File: config.mk
export PLATFORM = sky130hd
export DESIGN_NAME = xor_checked_frame_parser_flat
export DESIGN_NICKNAME = d
export VERILOG_FILES = /design/src/hdl/xcfp_pkg.sv /design/src/hdl/xcfp_in_if.sv /design/src/hdl/xcfp_out_if.sv /design/src/hdl/xcfp_capture.sv /design/src/hdl/xcfp_check.sv /design/src/hdl/xor_checked_frame_parser.sv /design/src/flat_wrapper.sv
export SDC_FILE = /design/constraint.sdc
export NUM_CORES = 1
export LEC_CHECK = 0
export ABC_CLOCK_PERIOD_IN_PS = 7100
export BUFFER_PORTS_ARGS = -buffer_cell sky130_fd_sc_hd__buf_2
export CAP_MARGIN = 15
export CORE_ASPECT_RATIO = 0.7
export CORE_MARGIN = 2
export CORE_UTILIZATION = 40
export DETAILED_ROUTE_END_ITERATION = 8
export PLACE_DENSITY_LB_ADDON = 0.12
export SETUP_SLACK_MARGIN = 0.2
export SLEW_MARGIN = 20
export SYNTH_ARGS = -nofsm -noshare
export SYNTH_HDL_FRONTEND = slang
export SYNTH_SLANG_ARGS = --single-unit
File: constraint.sdc
create_clock -name clk -period 7.1 [get_ports clk]
set_input_delay 1.42 -clock clk [delete_from_list [all_inputs] [get_ports clk]]
set_output_delay 1.42 -clock clk [all_outputs]
set_load 0.02 [all_outputs]
File: src/hdl/xcfp_pkg.sv
// ----------------------------------------------------------------------------
// xcfp_pkg
// Shared constants and types of the XOR checked frame parser.
// ----------------------------------------------------------------------------
package xcfp_pkg;

  // Number of burst bytes that are kept; later bytes are dropped.
  localparam int unsigned FrameKeep = 15;
  // Width of the position counter, which saturates at FrameKeep.
  localparam int unsigned PosW = $clog2(FrameKeep + 1);
  // Header byte expected at positions zero and one.
  localparam logic [7:0] HeaderMark = 8'hFF;
  // Position of the check byte, and the first data byte.
  localparam int unsigned CheckIndex = 14;
  localparam int unsigned DataFirst = 2;
  // First byte of each little-endian data word.
  localparam int unsigned LinXBase = 2;
  localparam int unsigned LinYBase = 6;
  localparam int unsigned AngBase = 10;

  typedef logic [7:0] byte_t;
  typedef logic [PosW-1:0] pos_t;
  typedef logic [31:0] word_t;
  typedef byte_t [FrameKeep-1:0] frame_t;

  // Control of one accepted beat, shared by capture and check.
  typedef struct packed {
    logic take;
    logic last;
  } step_t;

  // Assemble a little-endian word from four frame bytes.
  function automatic word_t word_at(input frame_t f, input int unsigned base);
    word_at = {f[base + 3], f[base + 2], f[base + 1], f[base]};
  endfunction

endpackage

File: src/hdl/xcfp_in_if.sv
// ----------------------------------------------------------------------------
// xcfp_in_if
// Byte channel into the parser: one received byte and its end of burst flag.
// ----------------------------------------------------------------------------
interface xcfp_in_if;
  logic                 valid;
  logic                 ready;
  xcfp_pkg::byte_t      rx_byte;
  logic                 end_of_burst;

  modport source (output valid, output rx_byte, output end_of_burst, input ready);
  modport sink (input valid, input rx_byte, input end_of_burst, output ready);
endinterface

File: src/hdl/xcfp_out_if.sv
// ----------------------------------------------------------------------------
// xcfp_out_if
// Result channel of the parser: check flag and the three held words.
// ----------------------------------------------------------------------------
interface xcfp_out_if;
  logic                 valid;
  logic                 ready;
  logic                 frame_ok;
  xcfp_pkg::word_t      linear_x_word;
  xcfp_pkg::word_t      linear_y_word;
  xcfp_pkg::word_t      angular_word;

  modport source (output valid, output frame_ok, output linear_x_word,
                  output linear_y_word, output angular_word, input ready);
  modport sink (input valid, input frame_ok, input linear_x_word,
                input linear_y_word, input angular_word, output ready);
endinterface

File: src/hdl/xcfp_capture.sv
// ----------------------------------------------------------------------------
// xcfp_capture
// Byte position counter and frame byte registers. Presents the frame as it
// stands with the current beat merged in, and clears at the end of a burst.
// ----------------------------------------------------------------------------
module xcfp_capture (
  input  logic                clk,
  input  logic                rst,
  input  xcfp_pkg::step_t     step,
  input  xcfp_pkg::byte_t     rx_byte,
  output xcfp_pkg::frame_t    frame_view
);

  xcfp_pkg::pos_t   byte_position;
  xcfp_pkg::frame_t frame_store;
  logic             room;

  assign room = (byte_position < xcfp_pkg::pos_t'(xcfp_pkg::FrameKeep));

  // The current byte lands at the running position while there is room.
  always_comb begin
    for (int i = 0; i < xcfp_pkg::FrameKeep; i++) begin
      if (room && (byte_position == xcfp_pkg::pos_t'(i))) begin
        frame_view[i] = rx_byte;
      end else begin
        frame_view[i] = frame_store[i];
      end
    end
  end

  // Store the byte mid-burst; a burst end returns everything to zero.
  always_ff @(posedge clk) begin
    if (rst) begin
      byte_position <= '0;
      frame_store   <= '0;
    end else if (step.take) begin
      if (step.last) begin
        byte_position <= '0;
        frame_store   <= '0;
      end else if (room) begin
        frame_store[byte_position] <= rx_byte;
        byte_position              <= byte_position + 1'b1;
      end
    end
  end

  // A burst end always restarts the frame at position zero.
  a_restart: assert property (@(posedge clk) disable iff (rst)
    (step.take && step.last) |=> (byte_position == '0))
    else $error("position not cleared after burst end");

  // The position never passes the saturation point.
  a_saturate: assert property (@(posedge clk) disable iff (rst)
    (step.take && !step.last && !room) |=> (byte_position == $past(byte_position)))
    else $error("position moved while saturated");

endmodule

File: src/hdl/xcfp_check.sv
// ----------------------------------------------------------------------------
// xcfp_check
// Header and XOR check of a finished frame, held word registers and the
// result register that drives the output channel.
// ----------------------------------------------------------------------------
module xcfp_check (
  input  logic                clk,
  input  logic                rst,
  input  xcfp_pkg::step_t     step,
  input  xcfp_pkg::frame_t    frame_view,
  xcfp_out_if.source          res
);

  logic             header_ok;
  logic             sum_ok;
  logic             check_ok;
  xcfp_pkg::byte_t  sum;
  logic             res_valid;
  logic             frame_ok;
  xcfp_pkg::word_t  held_linear_x;
  xcfp_pkg::word_t  held_linear_y;
  xcfp_pkg::word_t  held_angular;

  // Header bytes and XOR over the data bytes against the check byte.
  always_comb begin
    sum = '0;
    for (int i = xcfp_pkg::DataFirst; i < xcfp_pkg::CheckIndex; i++) begin
      sum = sum ^ frame_view[i];
    end
    header_ok = (frame_view[0] == xcfp_pkg::HeaderMark) &&
                (frame_view[1] == xcfp_pkg::HeaderMark);
    sum_ok    = (sum == frame_view[xcfp_pkg::CheckIndex]);
    check_ok  = header_ok && sum_ok;
  end

  // Result register; held words load only from a frame that passed.
  always_ff @(posedge clk) begin
    if (rst) begin
      res_valid     <= 1'b0;
      frame_ok      <= 1'b0;
      held_linear_x <= '0;
      held_linear_y <= '0;
      held_angular  <= '0;
    end else begin
      if (res_valid && res.ready) begin
        res_valid <= 1'b0;
      end
      if (step.take && step.last) begin
        res_valid <= 1'b1;
        frame_ok  <= check_ok;
        if (check_ok) begin
          held_linear_x <= xcfp_pkg::word_at(frame_view, xcfp_pkg::LinXBase);
          held_linear_y <= xcfp_pkg::word_at(frame_view, xcfp_pkg::LinYBase);
          held_angular  <= xcfp_pkg::word_at(frame_view, xcfp_pkg::AngBase);
        end
      end
    end
  end

  assign res.valid         = res_valid;
  assign res.frame_ok      = frame_ok;
  assign res.linear_x_word = held_linear_x;
  assign res.linear_y_word = held_linear_y;
  assign res.angular_word  = held_angular;

  // Every burst end produces a pending result on the next cycle.
  a_result: assert property (@(posedge clk) disable iff (rst)
    (step.take && step.last) |=> res_valid)
    else $error("burst end gave no result");

  // Held words move only on a burst end.
  a_hold: assert property (@(posedge clk) disable iff (rst)
    !(step.take && step.last) |=> ($stable(held_linear_x) &&
      $stable(held_linear_y) && $stable(held_angular)))
    else $error("held words changed outside a burst end");

  // A failed check leaves the held words as they were.
  a_fail_keeps: assert property (@(posedge clk) disable iff (rst)
    (step.take && step.last && !check_ok) |=> (!frame_ok && $stable(held_angular)))
    else $error("failed frame changed the held words");

endmodule

File: src/hdl/xor_checked_frame_parser.sv
// ----------------------------------------------------------------------------
// xor_checked_frame_parser
// Frame parser with a header check and an XOR check over a burst of bytes.
//
//   channel  dir  payload                                        beats
//   rx       in   rx_byte[7:0], end_of_burst                      one per byte
//   res      out  frame_ok, linear_x/linear_y/angular_word[31:0]  one per burst
//
// One byte beat is taken per cycle while rx.ready is high; a burst end gives
// its result from the result register in the next cycle, and the next byte
// waits for res.ready. rx.ready drops only while a result is pending and
// res.ready is low, so the single result register sets the stall behavior.
// Reset (synchronous, active high) clears the position, frame bytes, held
// words and the pending result.
// ----------------------------------------------------------------------------
module xor_checked_frame_parser (
  input  logic        clk,
  input  logic        rst,
  xcfp_in_if.sink     rx,
  xcfp_out_if.source  res
);

  xcfp_pkg::step_t  step;
  xcfp_pkg::frame_t frame_view;

  // Accept while the result register is free or being emptied.
  assign rx.ready  = !res.valid || res.ready;
  assign step.take = rx.valid && rx.ready;
  assign step.last = rx.end_of_burst;

  xcfp_capture u_capture (
    .clk        (clk),
    .rst        (rst),
    .step       (step),
    .rx_byte    (rx.rx_byte),
    .frame_view (frame_view)
  );

  xcfp_check u_check (
    .clk        (clk),
    .rst        (rst),
    .step       (step),
    .frame_view (frame_view),
    .res        (res)
  );

endmodule
File: src/flat_wrapper.sv
// flat-port wrapper written by rule: the top's interface ports become plain ports
module xor_checked_frame_parser_flat 
  (clk, rst, rx_valid, rx_rx_byte, rx_end_of_burst, rx_ready, res_valid, res_frame_ok, res_linear_x_word, res_linear_y_word, res_angular_word, res_ready);
  xcfp_in_if rx_i ();
  xcfp_out_if res_i ();
  input  logic clk;
  input  logic rst;
  input wire logic [$bits(rx_i.valid)-1:0] rx_valid;
  input wire logic [$bits(rx_i.rx_byte)-1:0] rx_rx_byte;
  input wire logic [$bits(rx_i.end_of_burst)-1:0] rx_end_of_burst;
  output wire logic [$bits(rx_i.ready)-1:0] rx_ready;
  output wire logic [$bits(res_i.valid)-1:0] res_valid;
  output wire logic [$bits(res_i.frame_ok)-1:0] res_frame_ok;
  output wire logic [$bits(res_i.linear_x_word)-1:0] res_linear_x_word;
  output wire logic [$bits(res_i.linear_y_word)-1:0] res_linear_y_word;
  output wire logic [$bits(res_i.angular_word)-1:0] res_angular_word;
  input wire logic [$bits(res_i.ready)-1:0] res_ready;
  assign rx_i.valid = rx_valid;
  assign rx_i.rx_byte = rx_rx_byte;
  assign rx_i.end_of_burst = rx_end_of_burst;
  assign rx_ready = rx_i.ready;
  assign res_valid = res_i.valid;
  assign res_frame_ok = res_i.frame_ok;
  assign res_linear_x_word = res_i.linear_x_word;
  assign res_linear_y_word = res_i.linear_y_word;
  assign res_angular_word = res_i.angular_word;
  assign res_i.ready = res_ready;
  xor_checked_frame_parser u_core (.clk(clk), .rst(rst), .rx(rx_i), .res(res_i));
endmodule
==> impl_metrics.ini <==
[timing]
drv_slew = 0
unrepaired_setup_endpoints_after_global_routing = false
finalCritPeriodShare = 0.757
achievable-frequency_mhz = 186
worst-slew-pin-transition_ps = 1190
worst_clock_skew_ps = 17.5
timing.final.hold_violations = 0
final_period_minus_worst_setup_slack_ps = 5380
finalSetupTns_ps = 0
setup_violations = 0
slew_headroom = 0.210

[critical_path]
worstPathMaxFanout = 40
timing.critical_path.arrival_ps = 5790
timing.critical_path.required_ps = 7510
worst-setup-path-type = reg2reg
rrSetupSlack_ps = 1720
cp-start-kind = register
endpoint_kind = register
cp_cell_sequence = buf_4 -> and4b_1 -> o21ai_0 -> a2111oi_0 -> xnor2_1 -> xnor3_1 -> or3_2 -> buf_4 -> o41ai_1 -> a21oi_1
critical_path_top_delay_cell = sky130_fd_sc_hd__a2111oi_0
critPathBufInv = 2
timing.critical_path.max_delay_family = compound AO/OA/AOI/OAI gates
worst_path_most_repeated_cell = sky130_fd_sc_hd__buf_4
critical_path_s_largest_stage_delay_ps = 800

[routing]
detail_route.wirelength_um = 49200
drt_iter0_markers = 1437
first_pass_iters = 6
vias = 13000
route.detailed.wl_per_inst_um = 23.5
detail_route.drc_violations = 0
antenna_violating_nets_post_route = 0
route.detailed.vias_per_inst = 6.19

[clock_tree]
cts.path.max_buffers = 3
clk_pin_slew_ps = 60
tritoncts_num_sinks = 222
cts.htree.levels = 1
root_buffer = sky130_fd_sc_hd__clkbuf_16
hold_buffers = 0
cts_made_buffers = 25
worst_skew_pair.late_latency_ps = 540
post_cts_resize_count = 0
cts_tree = yes
cts_post_setup_buffers_inserted = 0

[job]
maxCapViolCount = 0

[final_layout]
num-nets-final = 1668
post_route_cells_drive_above_1_share = 0.137
antenna-diode-count = 0
final_design_area_no_fill_mm2 = 0.0144
syn_to_layout_area_delta_pct = 10.4

[floorplanning]
die-height_um = 155
row_count = 55
die_area_mm2 = 0.0340
initial_core_util = 0.405
chip_width_um = 220
ioPinCount = 112
core_area_mm2 = 0.0321

[pwr]
power_density_mw_per_mm2 = 196
report.power.total_mw = 2.81
leakage_nw = 5.59
worst_ir_drop_vdd_v = 0.000194

[yosys]
synth.yosys.warnings = 0
postSynth.asyncResetShare = 0
synth-seq-cells = 222
netlist_instances = 1657
seq_area_frac_synth = 0.342
syn_area_mm2 = 0.0130
synth.avg_cell_area_um2 = 7.85
syn-num-nets = 1674
synth_ff_type = sky130_fd_sc_hd__dfxtp_1
synth_cell_types = 75
synth-edff-count = 0

[grt]
initial_antenna_violation_count = 0
grtUsageTotal = 0.284
grt_pass1_wl_um = 74300
grt_start_max_net_pins = 82
grt.overflow.total = 0
grt_pass1_vias = 12100

[placed_design]
dpl-instance-area_mm2 = 0.0136
portbufs = 111
detailed_place_hpwl_um = 32400
gp_routability_congestion = 0.902

[status]
status = completed

[hold_path]
worst_hold_path_type = reg2reg
## cells by family (layout without fill, tap and decap cells)
kind of cell | count (synthesis) | in the layout | synth area share
mux | 13 | 13 | 0.0100
compound gates | 512 | 512 | 0.279
buf+inv | 264 | 273 | 0.0865
simple gates | 535 | 535 | 0.198
flops | 222 | 222 | 0.342
xor+xnor | 107 | 107 | 0.0805
fa+ha+maj | 4 | 4 | 0.00385
## stage by stage
| step | std cells | setup slack (ps) | util | hold WS, ps |
|---|---|---|---|---|
| detailed placement | 2051 | 1470 | 0.422 | 433 |
| global placement | 2051 | 1510 | 0.422 | 431 |
| finish | 2093 | 1720 | 0.447 | 441 |
| floorplan | 1657 | 3080 | - | 431 |
| CTS | 2093 | 1790 | 0.447 | 443 |
| global route | 2093 | 1470 | 0.447 | 457 |
## tightest hold or removal path, delay by kind of cell (launching register included)
kind	cells	cell delay, ps
buf+inv	1	40
compound gates	1	50
flops	1	300
## power breakdown
group | internal [mW] | switching, mW | total, mW
sequential | 1.25 | 0.00605 | 1.26
combinational | 0.0605 | 0.203 | 0.263
clock | 0.741 | 0.548 | 1.29
## final timing paths
| kind | from | endpoint | cells past startpoint |
|---|---|---|---|
| setup / recovery | u_core.u_capture.byte_position[2] | u_core.u_check.res.linear_x_word[29] | 10 |
| hold / removal | u_core.u_check.res.linear_y_word[27] | u_core.u_check.res.linear_y_word[27] | 2 |
| setup reg to reg | u_core.u_capture.byte_position[2] | u_core.u_check.res.linear_x_word[29] | 10 |
| hold reg to reg | u_core.u_check.res.linear_y_word[27] | u_core.u_check.res.linear_y_word[27] | 2 |
## registers in the layout, summed over array words and instances, names as in the netlist
register / flops
u_core.u_capture.frame_store: 120
u_core.u_check.res.angular_word: 32
u_core.u_check.res.linear_x_word: 32
u_core.u_check.res.linear_y_word: 32
u_core.u_capture.byte_position: 4
u_core.u_check.res.frame_ok: 1
u_core.u_check.res.valid: 1
## metal layers
metal  global-route usage  vias up  part of all wire
met5                    0        -                 0
met1                0.415     6340              0.46
met2                0.416      553              0.42
met4               0.0763        0             0.028
li1                     -     5974                 -
met3               0.0663       86             0.090
## final cells by class
class | count | area [um2]
Fill cell | 3273 | 17800
Clock buffer | 35 | 723
Inverter | 88 | 330
Tap cell | 427 | 534
Timing Repair Buffer | 143 | 798
Sequential cell | 222 | 4440
Multi-Input combinational cell | 1171 | 7470
Clock inverter | 7 | 63.8
## cells in the mapped netlist (9+ instances only)
master	n	area [um2]
sky130_fd_sc_hd__dfxtp_1	222	4440
sky130_fd_sc_hd__nand2_1	179	672
sky130_fd_sc_hd__nor2_1	150	563
sky130_fd_sc_hd__a21oi_1	127	636
sky130_fd_sc_hd__a22oi_1	121	908
sky130_fd_sc_hd__clkbuf_1	113	424
sky130_fd_sc_hd__inv_1	87	327
sky130_fd_sc_hd__nand3_1	71	355
sky130_fd_sc_hd__o41ai_1	66	578
sky130_fd_sc_hd__xnor2_1	57	499
sky130_fd_sc_hd__o21ai_0	46	230
sky130_fd_sc_hd__buf_2	44	220
sky130_fd_sc_hd__xor2_1	42	368
sky130_fd_sc_hd__nand4_1	26	163
sky130_fd_sc_hd__o211ai_1	24	180
sky130_fd_sc_hd__a31oi_1	20	125
sky130_fd_sc_hd__nor3_1	18	90.1
sky130_fd_sc_hd__a221oi_1	14	123
sky130_fd_sc_hd__mux2i_1	13	130
sky130_fd_sc_hd__nor3b_1	13	97.6
sky130_fd_sc_hd__o22ai_1	13	81.3
sky130_fd_sc_hd__and3_1	12	75.1
sky130_fd_sc_hd__o211a_1	12	120
sky130_fd_sc_hd__and2_1	11	68.8
sky130_fd_sc_hd__a31o_2	9	78.8
sky130_fd_sc_hd__nand3b_1	9	67.6
sky130_fd_sc_hd__o32ai_1	9	78.8
## placed cells by master (no fill, tap or decap), types with 26 or more instances in the layout
cell and n:
sky130_fd_sc_hd__nor2_1 149, sky130_fd_sc_hd__a21oi_1 127, sky130_fd_sc_hd__o21ai_0 46, sky130_fd_sc_hd__inv_1 86, sky130_fd_sc_hd__buf_2 110, sky130_fd_sc_hd__nand3_1 70
sky130_fd_sc_hd__xnor2_1 57, sky130_fd_sc_hd__nand4_1 26, sky130_fd_sc_hd__xor2_1 42, sky130_fd_sc_hd__a22oi_1 121, sky130_fd_sc_hd__dfxtp_1 222, sky130_fd_sc_hd__nand2_1 178
sky130_fd_sc_hd__o41ai_1 66, sky130_fd_sc_hd__buf_4 33
Power figures use the tool's default switching activity.
